===== src/rtl/fir_sat_pkg.sv =====
// Shared constants and controller/datapath interface types for the saturating FIR filter.
package fir_sat_pkg;

   localparam int MAX_TAPS   = 512;
   localparam int HIST_DEPTH = MAX_TAPS - 1;
   localparam int ADDR_W     = $clog2(MAX_TAPS);
   localparam int TAP_W      = $clog2(MAX_TAPS + 1);
   localparam int SAMPLE_W   = 16;
   localparam int COEF_W     = 20;
   localparam int FRAC_BITS  = 16;
   localparam int PROD_W     = SAMPLE_W + COEF_W;
   localparam int ACC_W      = PROD_W + ADDR_W + 3;
   localparam int Q_W        = ACC_W - FRAC_BITS + 1;
   localparam int CSR_IDX_W  = 1;
   localparam int CSR_DATA_W = 10;

   localparam logic [CSR_IDX_W-1:0] CSR_ENABLED = 1'd0;
   localparam logic [CSR_IDX_W-1:0] CSR_TAPS    = 1'd1;

   localparam logic [TAP_W-1:0] TAPS_RESET = TAP_W'(128);
   localparam logic [TAP_W-1:0] TAPS_MIN   = TAP_W'(2);
   localparam logic [TAP_W-1:0] TAPS_MAX   = TAP_W'(MAX_TAPS);

   localparam logic MODE_FILTER = 1'b0;
   localparam logic MODE_LOAD   = 1'b1;

   typedef struct packed {
      logic capture;
      logic start;
      logic issue;
      logic coef_write;
      logic hist_clear;
      logic round;
      logic hist_push;
      logic out_load;
      logic pass;
   } cmd_type;

   typedef struct packed {
      logic last_tap;
      logic enabled;
      logic out_free;
   } status_type;

endpackage


===== src/rtl/fir_sat_ctrl.sv =====
// Sequencer for the FIR filter: accepts words and steps the datapath through each sample.
module fir_sat_ctrl (
   input  logic                   clock,
   input  logic                   reset,
   input  logic                   req_valid,
   output logic                   req_ready,
   input  logic                   req_mode,
   input  fir_sat_pkg::status_type status,
   output fir_sat_pkg::cmd_type    cmd
);

   typedef enum logic [2:0] {
      ST_IDLE,
      ST_RUN,
      ST_DRAIN,
      ST_ROUND,
      ST_EMIT
   } state_type;

   state_type state_ff, state_in;
   logic      pass_ff, pass_in;
   logic      drain_ff, drain_in;
   logic      accept;

   assign req_ready = (state_ff == ST_IDLE);
   assign accept    = req_valid && req_ready;

   always_comb begin
      state_in       = state_ff;
      pass_in        = pass_ff;
      drain_in       = drain_ff;
      cmd            = '0;
      cmd.pass       = pass_ff;
      case (state_ff)
         ST_IDLE: begin
            if (accept) begin
               if (req_mode == fir_sat_pkg::MODE_LOAD) begin
                  cmd.coef_write = 1'b1;
                  cmd.hist_clear = 1'b1;
               end else if (status.enabled) begin
                  cmd.capture = 1'b1;
                  cmd.start   = 1'b1;
                  pass_in     = 1'b0;
                  state_in    = ST_RUN;
               end else begin
                  cmd.capture = 1'b1;
                  pass_in     = 1'b1;
                  state_in    = ST_EMIT;
               end
            end
         end
         ST_RUN: begin
            cmd.issue = 1'b1;
            if (status.last_tap) begin
               drain_in = 1'b1;
               state_in = ST_DRAIN;
            end
         end
         ST_DRAIN: begin
            drain_in = 1'b0;
            if (!drain_ff) begin
               state_in = ST_ROUND;
            end
         end
         ST_ROUND: begin
            cmd.round     = 1'b1;
            cmd.hist_push = 1'b1;
            state_in      = ST_EMIT;
         end
         ST_EMIT: begin
            if (status.out_free) begin
               cmd.out_load = 1'b1;
               state_in     = ST_IDLE;
            end
         end
         default: begin
            state_in = ST_IDLE;
         end
      endcase
   end

   always_ff @(posedge clock) begin
      if (reset) begin
         state_ff <= ST_IDLE;
         pass_ff  <= 1'b0;
         drain_ff <= 1'b0;
      end else begin
         state_ff <= state_in;
         pass_ff  <= pass_in;
         drain_ff <= drain_in;
      end
   end

endmodule


===== config.mk =====
export PLATFORM = sky130hd
export DESIGN_NAME = fir_sat_ctrl
export DESIGN_NICKNAME = d
export VERILOG_FILES = /design/src/rtl/fir_sat_pkg.sv /design/src/rtl/fir_sat_ctrl.sv
export SDC_FILE = /design/constraint.sdc
export NUM_CORES = 1
export LEC_CHECK = 0
export BUFFER_PORTS_ARGS = -buffer_cell sky130_fd_sc_hd__buf_2
export CORE_AREA = 8 8 45 47
export CTS_BUF_LIST = sky130_fd_sc_hd__clkbuf_8
export DETAILED_ROUTE_END_ITERATION = 12
export DIE_AREA = 0 0 53 55
export SYNTH_ARGS = -nofsm -noshare
export SYNTH_HDL_FRONTEND = slang
export SYNTH_SLANG_ARGS = --single-unit

===== constraint.sdc =====
create_clock -name clock -period 2.4 [get_ports clock]
set_input_delay 0.36 -clock clock [delete_from_list [all_inputs] [get_ports clock]]
set_output_delay 0.36 -clock clock [all_outputs]
set_load 0.005 [all_outputs]

# == Word-level counts from Yosys, hierarchy flattened ==
# Cells that the tools add are included.
# classes
n_eq_ne,9
muxes,21
n_bitwise,1
reduce_logical,6
# ops
cell,count
$mux 3,6
$pmux 3 s5,1
$mux 2,7
$ne 2x2->1 const B,4
$eq 3x2->1 const B,2
$mux 1,6
$reduce_and 5->1,1
$eq 3x1->1 const B,1
$eq 3x3->1 const B,1
$logic_not 3->1,1
$reduce_and 3->1,1
$ne 2x1->1 const B,1
$pmux 1 s2,1
$reduce_and 2->1,1
$reduce_bool 2->1,1
$logic_and 1x1->1,1
$not 1->1,1
# word_totals
register_bits,5
in_bits,7
output_inout_bits,10

# == Longest topological paths before layout ==
# Gate-level depths: netlist of run 1.
# depth
depth_word,4
ltp_mapped,5

# == Worst setup path before layout of run 1 ==
# Ideal clock, no wire load.
# synth_timing
kind,register -> output
start,register state_ff[1]
end,output cmd[5] in the netlist's numbering
t_arrival_ns,1.193
path_slack_ns,0.847
stages_incl_launch_ff,6
n_path_buf,2
cell_sequence,dfxtp_1 buf_4 or3_4 inv_1 and3_1 buf_4
# synth_rtl
element,line_no,source
from (decl),fir_sat_ctrl.sv:20,"state_type state_ff, state_in;"
from (signal assigned),fir_sat_ctrl.sv:88,state_ff <= state_in;
to (decl),fir_sat_ctrl.sv:9,output fir_sat_pkg::cmd_type cmd

==> results.sh, run 1 <==
export IMPL_ys_ff_latch=5
export IMPL_antenna_found_initial=0
export IMPL_grt_max_degree=11
export IMPL_start_util_pct=24.05
export IMPL_power_density_nw_per_um2=676.2
export IMPL_drive_gt1_share_pct=41.82
export IMPL_ys_warn_count=0
export IMPL_die_h_um=55
export IMPL_io_pins=17
export IMPL_fp_dieArea_um2=2915
export IMPL_diodes=0
export IMPL_rsz0062_at_grt="false"
export IMPL_status="completed"
export IMPL_fp_row_count=14
export IMPL_yosysSeqAreaShare_pct=30.08
export IMPL_syn2layout_area_growth_pct=30.45
export IMPL_drv_cap=0
export IMPL_setup_viol=0
export IMPL_setup_slack_ns=0.6417
export IMPL_multi_input_area_um2=172.7
export IMPL_synth_largest_area_cell="dfxtp_1"
export IMPL_die_w_um=53
export IMPL_worst_pin_slew_ns=0.3038
export IMPL_required_ns=2.04
export IMPL_clk_path_buf_depth=2
export IMPL_setup_tns_ns=0
export IMPL_hp_start="reset"
export IMPL_syn_nets=48
export IMPL_vias=314
export IMPL_ir_drop_mv=0.2449
export IMPL_register_area_um2=100.1
export IMPL_clk_insertion_delay_late_ns=0.22
export IMPL_avgSynthCellArea_um2=8.118
export IMPL_leakagePower_nw=0.2092
export IMPL_final_cell_mix="16 x buf_2, 5 x dfxtp_1, 4 x inv_1"
export IMPL_nFillCells=156
export IMPL_coreArea_um2=1384
export IMPL_finalCritPeriodShare_pct=73.26
export IMPL_postPlaceCellArea_um2=387.9
export IMPL_final_nets=63
export IMPL_grt_util_all_layers_pct=6.400
export IMPL_cts_root_buf="clkbuf_8"
export IMPL_crit_path_start="state_ff[0]$_SDFFE_PP0P_"
export IMPL_fmax_mhz=568.7
export IMPL_slew_headroom_pct=79.72
export IMPL_fin_crit_ns=1.758
export IMPL_arrival_ns=1.40
export IMPL_gp_congestion=0.7408
export IMPL_dp_cells=67
export IMPL_hold_buffers=0
export IMPL_synthTopCellsByArea="dfxtp_1 30%, buf_4 9.0%, nor3_1 4.5%"
export IMPL_grt_first_pass_wirelength_mm=1.283
export IMPL_antenna_left=0
export IMPL_power_w=0.0002936
export IMPL_syn_inst=41
export IMPL_drv_slew=0
export IMPL_final_hold_viol_count=0
export IMPL_start_kind="register"
export IMPL_grt_pass1_vias=278
export IMPL_min_path_type="input pin to register"
export IMPL_routedWlPerCell_um=11.38
export IMPL_finClkSkew_ns=0.002907
export IMPL_wl_um=808
export IMPL_cts_tree="done"
export IMPL_cts_setup_buffers=0
export IMPL_clkSlewWorstSetupHoldPaths_ns=0.04
export IMPL_final_common_cell="buf_2"
export IMPL_cp_max_fo=10
export IMPL_end_kind="primary output"
export IMPL_viasPerCell=4.423
export IMPL_criticalPathCategory="register to primary output"
export IMPL_syn_area_um2=332.8
export IMPL_final_area_um2=434.2
export IMPL_fin_cells=71
export IMPL_cts_resized=0
export IMPL_first_iter_violations=7
export IMPL_timing_rr_start="state_ff[0]$_SDFFE_PP0P_"
export IMPL_first_pass_iters=4
export IMPL_yosysTopAreaCellShare_pct=30.08
export IMPL_port_buffers=16
export IMPL_cts_sinks=5
export IMPL_drc_errors=0
export IMPL_place_worst_setup_slack_ns=0.8859
export IMPL_gr_total_overflow=0
export IMPL_dp_hpwl_um=622.6
export IMPL_ys_types=23
export IMPL_htreeDepth=1
export IMPL_cts_made_buffers=3
sequential cells by signal (all words and copies together), names as in the netlist:
name and flops:
state_ff 3, drain_ff 1, pass_ff 1
worst paths after layout:
| kind | to | slack [ns] | cells past startpoint |
|---|---|---|---|
| max reg2reg | state_ff[0]$_SDFFE_PP0P_ | 1.12 | 2 |
| min reg2reg | drain_ff$_SDFFE_PP0P_ | 0.49 | 2 |
| min | state_ff[0]$_SDFFE_PP0P_ | 0.38 | 2 |
| max | cmd[5] | 0.64 | 4 |
kinds of logic after synthesis:
group           share of synthesized area, %
simple gates                           33.08
buf+inv                                18.04
flops                                  30.08
compound gates                         18.80
cell usage after synthesis (all sizes together):
| cell type | instances |
|---|---|
| nor3 | 4 |
| nor2 | 3 |
| a21oi | 1 |
| buf | 5 |
| a211oi | 2 |
| clkbuf | 1 |
| and3 | 1 |
| nand2b | 2 |
| o21ba | 1 |
| nor4b | 1 |
| a2bb2oi | 1 |
| or3 | 1 |
| o31a | 1 |
| nor3b | 2 |
| dfxtp | 5 |
| o21ai | 2 |
| or4 | 1 |
| nand3 | 1 |
| nand2 | 2 |
| inv | 4 |
through the flow:
| stage | hold WS, ns | utilization [%] |
|---|---|---|
| final | 0.3797 | 31.37 |
| after CTS | 0.3791 | 31.37 |
| after global placement | 0.4806 | 28.03 |
| after global routing | 0.3781 | 31.37 |
| after floorplan | 0.4246 | - |
| after detailed placement | 0.4856 | 28.03 |
per-layer routing:
metal  vias up  global-route usage, %  routed length, um
li1        168                      -                  -
met1       132                  6.555                337
met2        12                  8.984                353
met3         2                  5.080                106
met4         0                  3.879                 10
met5         -                      0                  0
critical path, stage by stage, from the launching register on:
cell and delay [ns]:
dfxtp_1 0.38, or3_4 0.45, inv_1 0.07, and3_1 0.16, buf_2 0.11
power breakdown:
group          switching [W]  leakage, nW  internal, W  total [W]
logic              0.0000200        0.143    0.0000232  0.0000432
clock network      0.0000438       0.0255     0.000112   0.000155
registers         0.00000676       0.0407    0.0000882  0.0000950
cell type report:
type,instances,area share [%]
Clock buffer,3,9.510
Multi-Input combinational cell,26,39.77
Sequential cell,5,23.05
Clock inverter,1,1.153
Inverter,4,3.458
Tap cell,16,4.611
Timing Repair Buffer,16,18.44
No activity file was read; power rests on OpenSTA's default activity.
==> run 2: changes to the inputs <==
clock period = 1.7 ns   (was 2.4 ns; I/O delays follow)
==> results.sh, run 2 (synthesis results as in run 1) <==
export IMPL_fin_crit_ns=1.599
export IMPL_ff2ff_setup_slack_ns=0.42
export IMPL_grt_max_degree=11
export IMPL_die_w_um=53
export IMPL_final_common_cell="buf_2"
export IMPL_ir_drop_mv=0.3741
export IMPL_ff2ff_path_depth=3
export IMPL_htreeDepth=1
export IMPL_syn2layout_area_growth_pct=32.71
export IMPL_hold_buffers=0
export IMPL_fp_dieArea_um2=2915
export IMPL_grt_pass1_vias=276
export IMPL_die_h_um=55
export IMPL_drc_errors=0
export IMPL_fin_cells=72
export IMPL_place_worst_setup_slack_ns=0.2890
export IMPL_timing_rr_start="state_ff[1]$_SDFFE_PP0P_"
export IMPL_clk_path_buf_depth=2
export IMPL_power_density_nw_per_um2=934.7
export IMPL_drive_gt1_share_pct=42.86
export IMPL_finClkSkew_ns=0.004711
export IMPL_start_kind="register"
export IMPL_rsz0062_at_grt="false"
export IMPL_cp_max_fo=10
export IMPL_setup_viol=0
export IMPL_fp_row_count=14
export IMPL_coreArea_um2=1384
export IMPL_antenna_left=0
export IMPL_vias=323
export IMPL_crit_slowest_cell="or3_4"
export IMPL_drv_cap=0
export IMPL_clkSlewWorstSetupHoldPaths_ns=0.04
export IMPL_cts_root_buf="clkbuf_8"
export IMPL_largest_register="state_ff"
export IMPL_first_pass_iters=4
export IMPL_finalCritPeriodShare_pct=94.03
export IMPL_gr_total_overflow=0
export IMPL_criticalPathCategory="register to primary output"
export IMPL_r2r_end="state_ff[0]$_SDFFE_PP0P_"
export IMPL_final_nets=64
export IMPL_grt_first_pass_wirelength_mm=1.242
export IMPL_first_iter_violations=2
export IMPL_dp_cells=68
export IMPL_setup_tns_ns=0
export IMPL_slew_headroom_pct=79.69
export IMPL_start_util_pct=24.05
export IMPL_setup_slack_ns=0.1015
export IMPL_status="completed"
export IMPL_viasPerCell=4.486
export IMPL_min_path_type="input pin to register"
export IMPL_crit_path_start="state_ff[0]$_SDFFE_PP0P_"
export IMPL_crit_path_end="cmd[4]"
export IMPL_arrival_ns=1.34
export IMPL_cts_made_buffers=3
export IMPL_clk_insertion_delay_late_ns=0.22
export IMPL_diodes=0
export IMPL_critical_path_cell_chain="or3_4 > inv_1 > and3_1 > buf_2"
export IMPL_dp_hpwl_um=614.1
export IMPL_fmax_mhz=625.6
export IMPL_final_hold_viol_count=0
export IMPL_port_buffers=16
export IMPL_end_kind="primary output"
export IMPL_worst_pin_slew_ns=0.3043
export IMPL_cts_tree="done"
export IMPL_routedWlPerCell_um=11.06
export IMPL_io_pins=17
export IMPL_critPathMaxStageDelay_ns=0.42
export IMPL_wl_um=796
export IMPL_leakagePower_nw=0.2165
export IMPL_gp_congestion=0.7331
export IMPL_drv_slew=0
export IMPL_final_cell_mix="16 x buf_2, 5 x inv_1, 4 x dfxtp_1"
export IMPL_grt_util_all_layers_pct=6.342
export IMPL_largest_reg_flops=3
export IMPL_largest_registers="state_ff (3), drain_ff (1), pass_ff (1)"
export IMPL_required_ns=1.44
export IMPL_cts_sinks=5
export IMPL_antenna_found_initial=0
run 2: changes by cell type in the layout (fill, tap and decap cells not counted), sizes merged:
cell | before | now
buf | 16 | 17
clkinv | 1 | 0
inv | 4 | 5
run 2: layout make-up:
cell class,instances,area [um^2]
fill,150,942.2
multi-input combinational,26,172.7
sequential,5,101.3
timing repair buffer,17,87.58
clock buffer,3,41.29
tap,16,20.02
inverter,4,15.01
clock inverter,1,3.754
run 2: stage by stage:
stage                     total power (W)  hold slack (ns)  area [um^2]  util [%]
after global routing            0.0004443           0.2576        441.7     31.92
final                           0.0004128           0.2654        441.7     31.92
after detailed placement        0.0001981           0.4856        395.4     28.57
after CTS                       0.0004224           0.2673        440.4     31.83
after floorplan                 0.0001785           0.3196        332.8         -
after global placement          0.0001981           0.4751        395.4     28.57
run 2: worst min-delay path by stage:
stage	from	end	cells past startpoint
after CTS	reset	state_ff[0]$_SDFFE_PP0P_	2
after global routing	reset	state_ff[0]$_SDFFE_PP0P_	2
after detailed placement	drain_ff$_SDFFE_PP0P_	drain_ff$_SDFFE_PP0P_	2
final	reset	state_ff[0]$_SDFFE_PP0P_	2
after floorplan	reset	state_ff[0]$_SDFFE_PP0P_	1
after global placement	drain_ff$_SDFFE_PP0P_	drain_ff$_SDFFE_PP0P_	2
run 2: worst max-delay path, delay by kind of cell, from the launching register on:
family / cells / cell delay (ns)
buffers and inverters: 2 / 0.18
AND/OR/NAND/NOR: 2 / 0.58
flip-flops: 1 / 0.35
run 2: timing repair:
action / in CTS / in global routing
gates resized for setup: 0 / 1
endpoints found under the setup margin: 0 / 3
setup buffers: 0 / 0
run 2: report_power, final:
part / internal [W] / leakage, nW / switching [W] / total [W]
clock: 0.000155 / 0.0269 / 0.0000617 / 0.000217
combinational: 0.0000339 / 0.148 / 0.0000295 / 0.0000635
sequential: 0.000125 / 0.0412 / 0.00000769 / 0.000133
run 2: layer usage:
layer,vias up,GRT usage (%),wire (um)
li1,167,-,-
met1,144,6.849,356
met2,10,7.617,324
met3,2,6.952,109
met4,0,2.586,5
met5,-,0,0
